[src/hdl/assd_pkg.sv]
// shared types, constants and the ascii glyph table for the scan driver
package assd_pkg;

    // default digit count and fixed field widths
    localparam int DIGIT_COUNT_DEF = 6;
    localparam int CHAR_COUNT      = 6;
    localparam int CHAR_W          = 8;
    localparam int GLYPH_W         = 7;

    // action codes of an input word
    localparam logic ACTION_LOAD = 1'b0;
    localparam logic ACTION_TICK = 1'b1;

    // glyph table layout
    localparam int TABLE_EQUALS     = 26;
    localparam int TABLE_DASH       = 27;
    localparam int TABLE_DIGIT_BASE = 28;
    localparam int TABLE_IDX_W      = 6;

    typedef logic [CHAR_W-1:0]      t_char;
    typedef logic [GLYPH_W-1:0]     t_glyph;
    typedef logic [TABLE_IDX_W-1:0] t_table_idx;

    localparam t_glyph BLANK_GLYPH = 7'h00;

    // digit selected by a tick, as handed from the store to the output register
    typedef struct packed {
        logic [CHAR_COUNT-1:0] enable;
        t_glyph                segments;
        logic                  point;
    } t_digit_view;

    // 38-entry glyph table: letters, equals, dash, digits
    function automatic t_glyph glyph_rom(input t_table_idx idx);
        t_glyph g;
        case (idx)
            6'd0:    g = 7'h77;
            6'd1:    g = 7'h7C;
            6'd2:    g = 7'h39;
            6'd3:    g = 7'h5E;
            6'd4:    g = 7'h79;
            6'd5:    g = 7'h71;
            6'd6:    g = 7'h3D;
            6'd7:    g = 7'h76;
            6'd8:    g = 7'h30;
            6'd9:    g = 7'h0E;
            6'd10:   g = 7'h00;
            6'd11:   g = 7'h38;
            6'd12:   g = 7'h00;
            6'd13:   g = 7'h54;
            6'd14:   g = 7'h3F;
            6'd15:   g = 7'h73;
            6'd16:   g = 7'h67;
            6'd17:   g = 7'h50;
            6'd18:   g = 7'h6D;
            6'd19:   g = 7'h78;
            6'd20:   g = 7'h1C;
            6'd21:   g = 7'h00;
            6'd22:   g = 7'h00;
            6'd23:   g = 7'h00;
            6'd24:   g = 7'h6E;
            6'd25:   g = 7'h5B;
            6'd26:   g = 7'h48;
            6'd27:   g = 7'h40;
            6'd28:   g = 7'h3F;
            6'd29:   g = 7'h06;
            6'd30:   g = 7'h5B;
            6'd31:   g = 7'h4F;
            6'd32:   g = 7'h66;
            6'd33:   g = 7'h6D;
            6'd34:   g = 7'h7D;
            6'd35:   g = 7'h07;
            6'd36:   g = 7'h7F;
            6'd37:   g = 7'h6F;
            default: g = BLANK_GLYPH;
        endcase
        return g;
    endfunction

    // ascii code to glyph, anything outside the table is blank
    function automatic t_glyph glyph_of(input t_char c);
        t_glyph g;
        g = BLANK_GLYPH;
        if (c inside {[8'h41:8'h5A]}) begin
            g = glyph_rom(TABLE_IDX_W'(c - 8'h41));
        end else if (c inside {[8'h61:8'h7A]}) begin
            g = glyph_rom(TABLE_IDX_W'(c - 8'h61));
        end else if (c inside {[8'h30:8'h39]}) begin
            g = glyph_rom(TABLE_IDX_W'(TABLE_DIGIT_BASE) + TABLE_IDX_W'(c - 8'h30));
        end else if (c == 8'h2D) begin
            g = glyph_rom(TABLE_IDX_W'(TABLE_DASH));
        end else if (c == 8'h3D) begin
            g = glyph_rom(TABLE_IDX_W'(TABLE_EQUALS));
        end
        return g;
    endfunction

endpackage

[src/hdl/assd_digit_store.sv]
// glyph and point registers per digit, scan index and digit readout
module assd_digit_store
    import assd_pkg::*;
#(
    parameter int DIGIT_COUNT = DIGIT_COUNT_DEF
) (
    input  logic                             i_clk,
    input  logic                             i_rst_n,
    input  logic                             i_load,
    input  t_glyph      [CHAR_COUNT-1:0]     i_glyphs,
    input  logic        [CHAR_COUNT-1:0]     i_points,
    input  logic                             i_tick,
    output t_digit_view                      o_view
);

    localparam int IDX_W = (DIGIT_COUNT > 1) ? $clog2(DIGIT_COUNT) : 1;
    localparam logic [IDX_W-1:0] LAST_IDX = IDX_W'(DIGIT_COUNT - 1);

    t_glyph           r_glyph [DIGIT_COUNT];
    logic             r_point [DIGIT_COUNT];
    logic [IDX_W-1:0] r_scan_idx;
    logic [IDX_W-1:0] n_scan_idx;

    // per-digit storage, digits past the load width stay blank
    for (genvar d = 0; d < DIGIT_COUNT; d++) begin : g_digit
        if (d < CHAR_COUNT) begin : g_loaded
            always_ff @(posedge i_clk) begin
                if (!i_rst_n) begin
                    r_glyph[d] <= BLANK_GLYPH;
                    r_point[d] <= 1'b0;
                end else if (i_load) begin
                    r_glyph[d] <= i_glyphs[d];
                    r_point[d] <= i_points[d];
                end
            end
        end else begin : g_blank
            always_ff @(posedge i_clk) begin
                r_glyph[d] <= BLANK_GLYPH;
                r_point[d] <= 1'b0;
            end
        end
    end

    // scan index advances and wraps on a tick
    always_comb begin
        if (r_scan_idx >= LAST_IDX) begin
            n_scan_idx = '0;
        end else begin
            n_scan_idx = r_scan_idx + 1'b1;
        end
    end

    always_ff @(posedge i_clk) begin
        if (!i_rst_n) begin
            r_scan_idx <= '0;
        end else if (i_tick) begin
            r_scan_idx <= n_scan_idx;
        end
    end

    // readout of the digit the next tick selects
    always_comb begin
        for (int k = 0; k < CHAR_COUNT; k++) begin
            o_view.enable[k] = (int'(n_scan_idx) == k);
        end
        o_view.segments = r_glyph[n_scan_idx];
        o_view.point    = r_point[n_scan_idx];
    end

    // scan index never leaves the digit range
    a_idx_range: assert property (@(posedge i_clk) disable iff (!i_rst_n)
        int'(r_scan_idx) < DIGIT_COUNT)
        else $error("scan index out of range");

    // index only moves on a tick
    a_idx_hold: assert property (@(posedge i_clk) disable iff (!i_rst_n)
        !i_tick |=> $stable(r_scan_idx))
        else $error("scan index moved without a tick");

endmodule

[config.mk]
export PLATFORM = sky130hd
export DESIGN_NAME = assd_digit_store
export DESIGN_NICKNAME = d
export VERILOG_FILES = /design/src/hdl/assd_pkg.sv /design/src/hdl/assd_digit_store.sv
export SDC_FILE = /design/constraint.sdc
export NUM_CORES = 1
export LEC_CHECK = 0
export ABC_CLOCK_PERIOD_IN_PS = 2400
export BUFFER_PORTS_ARGS = -buffer_cell sky130_fd_sc_hd__clkbuf_2
export CORE_MARGIN = 2
export CORE_UTILIZATION = 40
export CTS_CLUSTER_SIZE = 24
export DETAILED_ROUTE_END_ITERATION = 16
export GPL_TIMING_DRIVEN = 0
export PLACE_DENSITY = 0.65
export SLEW_MARGIN = 20
export SYNTH_ARGS = -nofsm -noshare
export SYNTH_HDL_FRONTEND = slang
export SYNTH_SLANG_ARGS = --single-unit
[constraint.sdc]
create_clock -name i_clk -period 2.4 [get_ports i_clk]
set_input_delay 0.12 -clock i_clk [delete_from_list [all_inputs] [get_ports i_clk]]
set_output_delay 0.12 -clock i_clk [all_outputs]
set_load 0.02 [all_outputs]
=== Word level (Yosys, flattened, before mapping) ===
Memory sizes are Yosys's and may differ from the RTL's.
Index checks and enable logic that the tools add are counted.

* Add/subtract/negate cells: 1
* Multiply operators: 0
* Divide/modulo/power cells: 0
* Order comparisons: 1
* Equal/unequal tests: 5
* Shifts and indexed selects: 0
* Multiplexer cells: 17
* Bitwise logic cells: 12
* Reductions and logical operators: 1

{| class="wikitable"
|+ Operator list
! cell !! count
|-
| 7-bit two-way mux || 6
|-
| 3-bit == test, second input constant || 4
|-
| 1-bit bitwise OR || 12
|-
| 1-bit two-way mux || 10
|-
| 3-bit by 1-bit adder with 3-bit output, second input constant || 1
|-
| 3-bit by 2-bit == test with 1-bit output, second input constant || 1
|-
| 3-bit greater-or-equal comparator, second input constant || 1
|-
| 3-bit zero test || 1
|-
| 3-bit two-way mux || 1
|}

* Register bits after elaboration: 3
* Bits in latches: 0
* Bits in writable memories: 48
* Bits in read-only memories: 0
* Output and inout bits: 14
* Logic and storage cells: 40
* Memories: 2

{| class="wikitable"
|+ Memories
! name !! words !! bits a word !! read ports !! clocked after memory_dff !! write ports !! line !! RTL
|-
| r_glyph || 6 || 7 || 1 || 0 || 6 || assd_digit_store.sv:19 || <nowiki>t_glyph r_glyph [DIGIT_COUNT];</nowiki>
|-
| r_point || 6 || 1 || 1 || 0 || 6 || assd_digit_store.sv:20 || <nowiki>logic r_point [DIGIT_COUNT];</nowiki>
|}

=== Longest topological paths before layout ===
Gate-level depths: netlist (run 1).

* Depth after elaboration: 4
* Gate-level depth with buffers: 7

=== Worst setup path before layout (run 1) ===
No wires, ideal clock.

* Path kind: input port to flip-flop
* Start point: input i_load
* End point: memory r_glyph[0][0] (netlist bit) (enable)
* Arrival: 1526 ps
* Required time: 1988 ps
* Setup slack: 462 ps
* Stages on the path: 2
* Buffers on the path: 1
* Cells stage by stage: clkbuf_1 nand2b_1

{| class="wikitable"
|+ RTL lines
! what !! line !! RTL
|-
| start, declared || assd_digit_store.sv:9 || <nowiki>input logic i_load,</nowiki>
|-
| end, declared || assd_digit_store.sv:19 ||
|}

==> results.sh, run 1 <==
export IMPL_ys_warns=0
export IMPL_criticalPathCategory="reg -> out"
export IMPL_clkTransAtPathRegs_ns=0.09
export IMPL_placement_io_buffers=65
export IMPL_grt_max_degree=25
export IMPL_detail_route_drc_violations=0
export IMPL_critical_path_max_stage_delay_ns=0.37
export IMPL_synth_sequential_area_ratio_pct=58.0
export IMPL_maxClockFrequency_mhz=445
export IMPL_worst_r2r_setup_slack_ns=0.88
export IMPL_report_final_setup_viol=0
export IMPL_drv_cap=0
export IMPL_timing_final_ws_setup_ns=0.154
export IMPL_syn_mean_instance_area_um2=12.1
export IMPL_finalHoldViolCount=0
export IMPL_grt_overflow=0
export IMPL_placedCellCount=355
export IMPL_cts_made_buffers=5
export IMPL_cp_arrival_ns=2.13
export IMPL_tightest_pin_transition_ns=0.639
export IMPL_outcome="finished, final reports clean"
export IMPL_final_net_count=339
export IMPL_timing_critical_path_cells="inv_1, ha_1, buf_6, mux2_2, o211ai_1, a32oi_2, clkbuf_2"
export IMPL_vias=1877
export IMPL_clock_sinks=51
export IMPL_rsz_0062_raised_after_global_routing="no"
export IMPL_finalCritPeriodShare_pct=93.6
export IMPL_die_x_um=84.2
export IMPL_wire_length_of_the_first_global_routing_pass_um=9430
export IMPL_wire_per_inst_um=16.3
export IMPL_ir_drop_v=0.000311
export IMPL_detailedRoute_firstPassIterationCount=4
export IMPL_diodes=0
export IMPL_largest_family_of_logic_cells_by_synthesized_area="simple AND/OR/NAND/NOR gates"
export IMPL_max_slew_margin_rel_pct=57.4
export IMPL_drt_iter0_markers=87
export IMPL_max_stage_delay_cell_worst_path="sky130_fd_sc_hd__dfxtp_2"
export IMPL_yosys_area_share_xor_xnor_pct=0
export IMPL_ff2ff_path_depth=7
export IMPL_min_to="r_point[4]$_DFF_P_"
export IMPL_synthSimpleGateAreaFrac_pct=18.9
export IMPL_mappedNetlistNets=266
export IMPL_gp_congestion=0.819
export IMPL_gr_usage_all_layers_pct=17.2
export IMPL_synthesis_area_um2=2570
export IMPL_dp_worst_setup_slack_ns=0.338
export IMPL_clock_tree_buffer_depth=2
export IMPL_placed_area_um2=3020
export IMPL_post_drt_via_cell_ratio=5.17
export IMPL_grt_pass1_vias=1882
export IMPL_synth_compound_area_share_pct=12.0
export IMPL_end_kind="primary output"
export IMPL_layout_core_utilization_pct=49.7
export IMPL_finalNonFillerCells=363
export IMPL_die_height_um=84.2
export IMPL_route_antenna_remaining_nets=0
export IMPL_worst_setup_sp_type="flip-flop"
export IMPL_clk_root_buffer_cell="sky130_fd_sc_hd__clkbuf_8"
export IMPL_htreeDepth=2
export IMPL_dp_hpwl_um=4260
export IMPL_totalWireLength_um=5900
export IMPL_area_growth_from_synthesis_to_final_layout_pct=21.3
export IMPL_critical_path_max_fanout=10
export IMPL_post_route_cells_drive_above_1_share_pct=37.1
export IMPL_hold_depth=3
export IMPL_antenna_violations_before_repair=0
export IMPL_hold_path_startpoint="i_points[4]"
export IMPL_power_density_nw_per_um2=628
export IMPL_synth_adder_area_share_pct=0.974
export IMPL_min_period_ns=2.25
export IMPL_clock_skew_ns=0.00353
export IMPL_total_leakage_power_nw=1.43
export IMPL_postSynthCellCount=212
export IMPL_min_path_type="in -> reg"
export IMPL_critical_path_reg2reg_startpoint="r_scan_idx[1]$_SDFFE_PN0P_"
export IMPL_final_slew_viol_count=0
export IMPL_hold_ws_ns=0.0833
export IMPL_design_area_um2=3120
export IMPL_fillerInstances=583
export IMPL_synth_unique_cells=32
export IMPL_post_layout_total_power_mw=1.96
export IMPL_post_synth_mux_area_share_pct=4.67
export IMPL_fin_setup_tns_ns=0
export IMPL_floorplan_io_pins=66
export IMPL_cts_tree="built"
export IMPL_fp_dieArea_um2=7080
export IMPL_start_util_pct=40.9
export IMPL_ys_seq_elements=51
export IMPL_core_rowCount=29
export IMPL_critical_path_reg2reg_endpoint="r_scan_idx[1]$_SDFFE_PN0P_"
export IMPL_clk_latency_ns=0.30
export IMPL_wp_data_required_ns=2.28
export IMPL_core_um2=6280
[layout make-up]
type / instances / area (µm²) / share of cell area (%)
Buffer: 19 / 113 / 3.61
Clock buffer: 6 / 72.6 / 2.33
Clock inverter: 2 / 12.5 / 0.401
Inverter: 9 / 33.8 / 1.08
Multi-Input combinational cell: 133 / 945 / 30.3
Sequential cell: 51 / 1490 / 47.9
Tap cell: 77 / 96.3 / 3.09
Timing Repair Buffer: 66 / 353 / 11.3
[cell families (layout without fill, tap and decap cells)]
| family | Yosys count | after routing |
|---|---|---|
| mux | 11 | 11 |
| compound gates | 37 | 37 |
| fa+ha+maj | 2 | 2 |
| simple gates | 83 | 83 |
| buf+inv | 28 | 102 |
| flops | 51 | 51 |
[cell usage after synthesis, drive strengths merged]
library cell	number	area, µm²
mux2	8	90.1
o211ai	8	60.1
mux2i	3	30.0
ha	2	25.0
nor3	1	5.00
a21oi	8	40.0
nor3b	1	7.51
o31ai	1	7.51
inv	9	33.8
buf	7	58.8
and3	47	294
nand2b	3	18.8
nand3b	1	7.51
and2b	1	7.51
o21ai	10	53.8
dfxtp	4	80.1
clkbuf	12	46.3
edfxtp	47	1410
nor2b	7	58.8
nor2	2	7.51
and2	1	6.26
nand2	19	73.8
a21o	2	16.3
a32oi	8	130
[cell usage in the layout (no fill, tap or decap), drive strengths merged]
| cell type | count |
|---|---|
| and2 | 1 |
| a32oi | 8 |
| clkinvlp | 1 |
| o21ai | 10 |
| clkinv | 1 |
| ha | 2 |
| nand3b | 1 |
| mux2 | 8 |
| nor3b | 1 |
| o31ai | 1 |
| nand2b | 3 |
| and2b | 1 |
| a21o | 2 |
| o211ai | 8 |
| clkbuf | 84 |
| dfxtp | 4 |
| nor2 | 2 |
| inv | 9 |
| nor2b | 7 |
| and3 | 47 |
| nand2 | 19 |
| edfxtp | 47 |
| nor3 | 1 |
| a21oi | 8 |
| mux2i | 3 |
| buf | 7 |
[timing repair]
item                                    in CTS  in global routing
buffers inserted                             0                  0
resized for setup                            0                  6
hold endpoints to repair                     0                  0
hold buffers                                 0                  0
endpoints found under the setup margin       0                  8
[metal layers]
layer  vias to the layer above  routed length [µm]  GRT usage, %  part of all wire [%]
li1                        929                   -             -                     -
met5                         -                   0             0                     0
met1                       875                2640          23.3                    45
met4                         0                  46          4.40                  0.78
met3                         5                 386          3.64                   6.5
met2                        68                2830          28.2                    48
[sequential cells by signal, indices dropped and copies added (netlist names)]
signal      cells
r_glyph        42
r_point         6
r_scan_idx      3
[report_power, final]
| group | internal (mW) | total (mW) | switching, mW | leakage (nW) |
|---|---|---|---|---|
| clock network | 0.205 | 0.490 | 0.286 | 0.0412 |
| registers | 1.04 | 1.07 | 0.0215 | 0.539 |
| logic | 0.171 | 0.403 | 0.232 | 0.848 |
[how the worst max path moves through the flow]
stage | from | endpoint | slack [ns]
2_1_floorplan | i_load | r_glyph[0][0]$_SDFFCE_PN0P_ | 0.46
3_5_place_dp | r_scan_idx[1]$_SDFFE_PN0P_ | o_view[4] | 0.34
6_report | r_scan_idx[1]$_SDFFE_PN0P_ | o_view[5] | 0.15
4_1_cts | r_scan_idx[1]$_SDFFE_PN0P_ | o_view[4] | 0.01
5_1_grt | r_scan_idx[1]$_SDFFE_PN0P_ | o_view[5] | 0.03
3_3_place_gp | i_load | r_glyph[2][0]$_SDFFCE_PN0P_ | -0.27
[worst max-delay path: cells and delay by family, from the launching register on]
family          cells  cell delay (ns)
fa+ha+maj           1             0.34
buf+inv             3             0.41
flops               1             0.37
compound gates      2             0.36
mux                 1             0.34
Note: power is estimated with default switching activity, not from simulation.
==> inputs of run 2 (changes only) <==
--- a/config.mk
+++ b/config.mk
@@ -5,14 +5,14 @@
 export SDC_FILE = /design/constraint.sdc
 export NUM_CORES = 1
 export LEC_CHECK = 0
-export ABC_CLOCK_PERIOD_IN_PS = 2400
+export ABC_CLOCK_PERIOD_IN_PS = 2000
 export BUFFER_PORTS_ARGS = -buffer_cell sky130_fd_sc_hd__clkbuf_2
 export CORE_MARGIN = 2
 export CORE_UTILIZATION = 40
 export CTS_CLUSTER_SIZE = 24
 export DETAILED_ROUTE_END_ITERATION = 16
 export GPL_TIMING_DRIVEN = 0
-export PLACE_DENSITY = 0.65
+export PLACE_DENSITY = 0.68
 export SLEW_MARGIN = 20
 export SYNTH_ARGS = -nofsm -noshare
 export SYNTH_HDL_FRONTEND = slang
==> constraint.sdc (replaced) <==
create_clock -name i_clk -period 2 [get_ports i_clk]
set_input_delay 0.1 -clock i_clk [delete_from_list [all_inputs] [get_ports i_clk]]
set_output_delay 0.1 -clock i_clk [all_outputs]
set_load 0.02 [all_outputs]
==> results.sh, run 2 (same netlist as run 1, synthesis figures left out) <==
export IMPL_outcome="finished, violations left"
export IMPL_violations_in_the_final_reports="negative setup slack"
export IMPL_most_common_cell_after_layout_fill_and_taps_aside="sky130_fd_sc_hd__clkbuf_2"
export IMPL_floorplan_io_pins=66
export IMPL_critical_path_max_fanout=5
export IMPL_max_slew_margin_rel_pct=59.8
export IMPL_largestRegisters="r_glyph x42, r_point x6, r_scan_idx x3"
export IMPL_core_rowCount=29
export IMPL_grt_max_degree=27
export IMPL_start_util_pct=40.9
export IMPL_end_kind="primary output"
export IMPL_drt_iter0_markers=110
export IMPL_cts_made_buffers=5
export IMPL_clock_skew_ns=0.000117
export IMPL_finalHoldViolCount=0
export IMPL_clkTransAtPathRegs_ns=0.09
export IMPL_drv_cap=0
export IMPL_placed_area_um2=3020
export IMPL_wire_length_of_the_first_global_routing_pass_um=9270
export IMPL_worst_setup_sp_type="flip-flop"
export IMPL_ff2ff_path_depth=8
export IMPL_clock_sinks=51
export IMPL_clock_tree_buffer_depth=2
export IMPL_detailedRoute_firstPassIterationCount=4
export IMPL_fp_dieArea_um2=7080
export IMPL_gr_usage_all_layers_pct=17.3
export IMPL_timing_final_ws_setup_ns=-0.0568
export IMPL_antenna_violations_before_repair=0
export IMPL_post_route_cells_drive_above_1_share_pct=39.7
export IMPL_die_x_um=84.2
export IMPL_tightest_pin_transition_ns=0.603
export IMPL_ir_drop_v=0.000466
export IMPL_placedCellCount=355
export IMPL_core_um2=6280
export IMPL_finalCritPeriodShare_pct=103
export IMPL_final_slew_viol_count=0
export IMPL_placement_io_buffers=65
export IMPL_wire_per_inst_um=16.5
export IMPL_min_path_type="in -> reg"
export IMPL_power_density_nw_per_um2=747
export IMPL_total_leakage_power_nw=1.49
export IMPL_dp_worst_setup_slack_ns=0.00652
export IMPL_clk_root_buffer_cell="sky130_fd_sc_hd__clkbuf_8"
export IMPL_finalNonFillerCells=369
export IMPL_dp_hpwl_um=4310
export IMPL_route_antenna_remaining_nets=0
export IMPL_fin_setup_tns_ns=-0.311
export IMPL_cts_tree="built"
export IMPL_criticalPathCategory="reg -> out"
export IMPL_vias=1902
export IMPL_grt_overflow=0
export IMPL_max_flop_register="r_glyph"
export IMPL_clk_latency_ns=0.30
export IMPL_diodes=0
export IMPL_cts_hold_repair_buffers=0
export IMPL_area_growth_from_synthesis_to_final_layout_pct=27.4
export IMPL_die_height_um=84.2
export IMPL_gp_congestion=0.819
export IMPL_post_drt_via_cell_ratio=5.15
export IMPL_critical_path_reg2reg_startpoint="r_scan_idx[1]$_SDFFE_PN0P_"
export IMPL_htreeDepth=2
export IMPL_detail_route_drc_violations=0
export IMPL_wp_data_required_ns=1.90
export IMPL_min_to="r_point[4]$_DFF_P_"
export IMPL_totalWireLength_um=6080
export IMPL_rsz_0062_raised_after_global_routing="yes"
export IMPL_largest_register_ffs=42
export IMPL_hold_depth=3
export IMPL_post_layout_total_power_mw=2.45
export IMPL_layout_cells_most_common_list="59 x sky130_fd_sc_hd__clkbuf_2, 47 x sky130_fd_sc_hd__and3_1, 47 x sky130_fd_sc_hd__edfxtp_1"
export IMPL_min_period_ns=2.06
export IMPL_maxClockFrequency_mhz=486
export IMPL_hold_ws_ns=0.0699
export IMPL_hold_path_startpoint="i_points[4]"
export IMPL_report_final_setup_viol=8
export IMPL_design_area_um2=3270
export IMPL_layout_core_utilization_pct=52.2
export IMPL_final_net_count=345
export IMPL_critical_path_reg2reg_endpoint="r_scan_idx[2]$_SDFFE_PN0P_"
export IMPL_grt_pass1_vias=1853
export IMPL_worst_r2r_setup_slack_ns=0.47
export IMPL_cp_arrival_ns=1.96
==> run 2: cell count changes in the layout (fill, tap and decap cells not counted), sizes merged <==
cell and change:
buf +10, clkinv +1, clkbuf -4, clkinvlp -1
==> run 2: how the worst max path moves through the flow <==
| stage | from | end | slack [ns] |
|---|---|---|---|
| global placement | i_load | r_glyph[2][1]$_SDFFCE_PN0P_ | -0.60 |
| floorplan | i_load | r_glyph[0][0]$_SDFFCE_PN0P_ | 0.08 |
| finish | r_scan_idx[0]$_SDFFE_PN0P_ | o_view[6] | -0.06 |
| global route | r_scan_idx[1]$_SDFFE_PN0P_ | o_view[5] | -0.14 |
| detailed placement | r_scan_idx[1]$_SDFFE_PN0P_ | o_view[4] | 0.007 |
| CTS | r_scan_idx[1]$_SDFFE_PN0P_ | o_view[6] | -0.06 |
==> run 2: repair_timing <==
item | in CTS | in global routing
cloned | 1 | 0
resized for setup | 19 | 21
setup endpoints to repair | 10 | 10
pin swaps | 4 | 10
buffers inserted | 3 | 2
endpoints found under the hold margin | 0 | 0
==> run 2: worst max-delay path, cell delays in order (launching register included) <==
cell,delay (ns)
sky130_fd_sc_hd__dfxtp_4,0.38
sky130_fd_sc_hd__ha_4,0.30
sky130_fd_sc_hd__buf_8,0.13
sky130_fd_sc_hd__mux2_4,0.30
sky130_fd_sc_hd__o211ai_1,0.27
sky130_fd_sc_hd__a32oi_2,0.10
sky130_fd_sc_hd__clkbuf_8,0.17
==> run 2: layout make-up <==
| cell class | count | area (µm²) |
|---|---|---|
| fillers | 559 | 3000 |
| clock inverters | 2 | 12.5 |
| clock buffers | 6 | 72.6 |
| multi-input cells | 133 | 1000 |
| inverters | 9 | 33.8 |
| plain buffers | 19 | 116 |
| well taps | 77 | 96.3 |
| flip-flops and latches | 51 | 1500 |
| repair buffers | 72 | 447 |
==> run 2: report_power, final <==
group	total, mW	switching, mW	internal [mW]
sequential	1.28	0.0283	1.25
clock	0.587	0.341	0.246
combinational	0.578	0.302	0.276
total	2.45	0.671	1.77
==> run 2: metal layers <==
layer	routed length (µm)	GRT usage [%]
met2	2890	27.6
met1	2740	23.2
met4	88	6.45
met5	0	0
met3	357	3.74
==> inputs of run 3 (changes only) <==
--- a/config.mk
+++ b/config.mk
@@ -5,14 +5,14 @@
 export SDC_FILE = /design/constraint.sdc
 export NUM_CORES = 1
 export LEC_CHECK = 0
-export ABC_CLOCK_PERIOD_IN_PS = 2000
+export ABC_CLOCK_PERIOD_IN_PS = 2500
 export BUFFER_PORTS_ARGS = -buffer_cell sky130_fd_sc_hd__clkbuf_2
 export CORE_MARGIN = 2
 export CORE_UTILIZATION = 40
 export CTS_CLUSTER_SIZE = 24
 export DETAILED_ROUTE_END_ITERATION = 16
 export GPL_TIMING_DRIVEN = 0
-export PLACE_DENSITY = 0.68
+export PLACE_DENSITY = 0.65
 export SLEW_MARGIN = 20
 export SYNTH_ARGS = -nofsm -noshare
 export SYNTH_HDL_FRONTEND = slang
==> constraint.sdc (replaced) <==
create_clock -name i_clk -period 2.5 [get_ports i_clk]
set_input_delay 0.125 -clock i_clk [delete_from_list [all_inputs] [get_ports i_clk]]
set_output_delay 0.125 -clock i_clk [all_outputs]
set_load 0.02 [all_outputs]
==> results.sh, run 3 (same netlist as run 1, synthesis figures left out) <==
export IMPL_largestRegisters="r_glyph x42, r_point x6, r_scan_idx x3"
export IMPL_wire_per_inst_um=16.3
export IMPL_timing_final_ws_setup_ns=0.176
export IMPL_min_path_type="in -> reg"
export IMPL_total_leakage_power_nw=1.42
export IMPL_clock_skew_ns=0.00233
export IMPL_fp_dieArea_um2=7080
export IMPL_min_period_ns=2.32
export IMPL_cts_made_buffers=5
export IMPL_core_um2=6280
export IMPL_post_drt_via_cell_ratio=5.21
export IMPL_cts_tree="built"
export IMPL_antenna_violations_before_repair=0
export IMPL_grt_overflow=0
export IMPL_totalWireLength_um=5930
export IMPL_fillerInstances=583
export IMPL_drt_iter0_markers=84
export IMPL_critical_path_reg2reg_endpoint="r_scan_idx[1]$_SDFFE_PN0P_"
export IMPL_dp_worst_setup_slack_ns=0.433
export IMPL_gr_usage_all_layers_pct=17.2
export IMPL_max_flop_register="r_glyph"
export IMPL_final_slew_viol_count=0
export IMPL_wp_data_required_ns=2.38
export IMPL_critical_path_startpoint="r_scan_idx[1]$_SDFFE_PN0P_"
export IMPL_outcome="finished, final reports clean"
export IMPL_wire_length_of_the_first_global_routing_pass_um=9430
export IMPL_maxClockFrequency_mhz=430
export IMPL_core_rowCount=29
export IMPL_ff2ff_path_depth=7
export IMPL_critical_path_reg2reg_startpoint="r_scan_idx[1]$_SDFFE_PN0P_"
export IMPL_power_density_nw_per_um2=604
export IMPL_placement_io_buffers=65
export IMPL_drv_cap=0
export IMPL_clkTransAtPathRegs_ns=0.09
export IMPL_max_slew_margin_rel_pct=56.8
export IMPL_route_antenna_remaining_nets=0
export IMPL_critPathCapture="o_view[5]"
export IMPL_htreeDepth=2
export IMPL_hold_depth=3
export IMPL_post_route_cells_drive_above_1_share_pct=36.4
export IMPL_clock_tree_buffer_depth=2
export IMPL_cp_arrival_ns=2.20
export IMPL_worst_setup_sp_type="flip-flop"
export IMPL_layout_cells_most_common_list="66 x sky130_fd_sc_hd__clkbuf_2, 47 x sky130_fd_sc_hd__and3_1, 47 x sky130_fd_sc_hd__edfxtp_1"
export IMPL_clk_latency_ns=0.30
export IMPL_start_util_pct=40.9
export IMPL_end_kind="primary output"
export IMPL_finalHoldViolCount=0
export IMPL_multiInputGateArea_um2=945
export IMPL_die_height_um=84.2
export IMPL_gp_congestion=0.819
export IMPL_rsz_0062_raised_after_global_routing="no"
export IMPL_final_net_count=339
export IMPL_ir_drop_v=0.000299
export IMPL_dp_hpwl_um=4260
export IMPL_vias=1890
export IMPL_finalCritPeriodShare_pct=93.0
export IMPL_grt_pass1_vias=1882
export IMPL_most_common_cell_after_layout_fill_and_taps_aside="sky130_fd_sc_hd__clkbuf_2"
export IMPL_area_growth_from_synthesis_to_final_layout_pct=21.0
export IMPL_detailedRoute_firstPassIterationCount=4
export IMPL_clk_root_buffer_cell="sky130_fd_sc_hd__clkbuf_8"
export IMPL_ff_latch_area_um2=1490
export IMPL_tightest_pin_transition_ns=0.648
export IMPL_cts_setup_buffers=0
export IMPL_floorplan_io_pins=66
export IMPL_post_layout_total_power_mw=1.88
export IMPL_worst_r2r_setup_slack_ns=0.93
export IMPL_detail_route_drc_violations=0
export IMPL_die_x_um=84.2
export IMPL_criticalPathCategory="reg -> out"
export IMPL_grt_max_degree=25
export IMPL_report_final_setup_viol=0
export IMPL_largest_register_ffs=42
export IMPL_clock_sinks=51
export IMPL_critical_path_max_fanout=10
export IMPL_diodes=0
run 3: cell types whose count changed in the layout (fill, tap and decap cells not counted), moves of 2 or more:
cell / before / now
sky130_fd_sc_hd__buf_4: 9 / 1
sky130_fd_sc_hd__clkbuf_2: 59 / 66
sky130_fd_sc_hd__clkbuf_8: 9 / 5
sky130_fd_sc_hd__mux2_2: 4 / 8
sky130_fd_sc_hd__mux2_4: 4 / 0
sky130_fd_sc_hd__o21ai_0: 6 / 9
sky130_fd_sc_hd__o21ai_1: 3 / 0
sky130_fd_sc_hd__dfxtp_1: 2 / 4
sky130_fd_sc_hd__ha_1: 0 / 2
sky130_fd_sc_hd__ha_4: 2 / 0
run 3: metal layers:
layer / global-route usage, % / vias up / routed length [µm]
li1: - / 929 / -
met1: 23.3 / 889 / 2700
met2: 28.2 / 66 / 2820
met3: 3.64 / 6 / 354
met4: 4.40 / 0 / 53
met5: 0 / - / 0
run 3: worst max-delay path, stage by stage, from the launching register on:
cell	delay (ns)
sky130_fd_sc_hd__dfxtp_1	0.40
sky130_fd_sc_hd__inv_1	0.08
sky130_fd_sc_hd__ha_1	0.33
sky130_fd_sc_hd__buf_4	0.22
sky130_fd_sc_hd__mux2_2	0.35
sky130_fd_sc_hd__o211ai_1	0.27
sky130_fd_sc_hd__a32oi_2	0.07
sky130_fd_sc_hd__clkbuf_2	0.17
run 3: repair_timing:
item | in CTS | in global routing
hold buffers | 0 | 0
gates resized for setup | 0 | 1
endpoints found under the setup margin | 0 | 2
run 3: area by class of cell:
type	instances	area share, %
clock inverters	2	0.402
repair buffers	66	11.3
multi-input cells	133	30.4
flip-flops and latches	51	48.0
clock buffers	6	2.33
inverters	9	1.09
well taps	77	3.10
plain buffers	19	3.38
run 3: how the worst min path moves through the flow:
| stage | start | end |
|---|---|---|
| final | i_points[4] | r_point[4]$_DFF_P_ |
| after global routing | i_points[4] | r_point[4]$_DFF_P_ |
| after CTS | i_points[4] | r_point[4]$_DFF_P_ |
| after detailed placement | i_points[4] | r_point[4]$_DFF_P_ |
| after global placement | i_points[4] | r_point[4]$_DFF_P_ |
| after floorplan | i_points[4] | r_point[4]$_DFF_P_ |
run 3: per-stage QoR:
stage / setup TNS [ns] / utilization (%) / cell area, µm² / hold slack (ns) / instances
floorplan: 0 / - / 2570 / 0.294 / 212
CTS: 0 / 49.5 / 3110 / 0.0874 / 363
finish: 0 / 49.5 / 3110 / 0.0895 / 363
global placement: -8.26 / 47.7 / 2990 / 0.404 / 354
detailed placement: 0 / 48.1 / 3020 / 0.401 / 355
global route: 0 / 49.5 / 3110 / 0.117 / 363
run 3: report_power, final:
part	internal [mW]	leakage, nW	switching, mW
combinational	0.161	0.842	0.223
clock	0.196	0.0412	0.274
sequential	1.00	0.538	0.0207
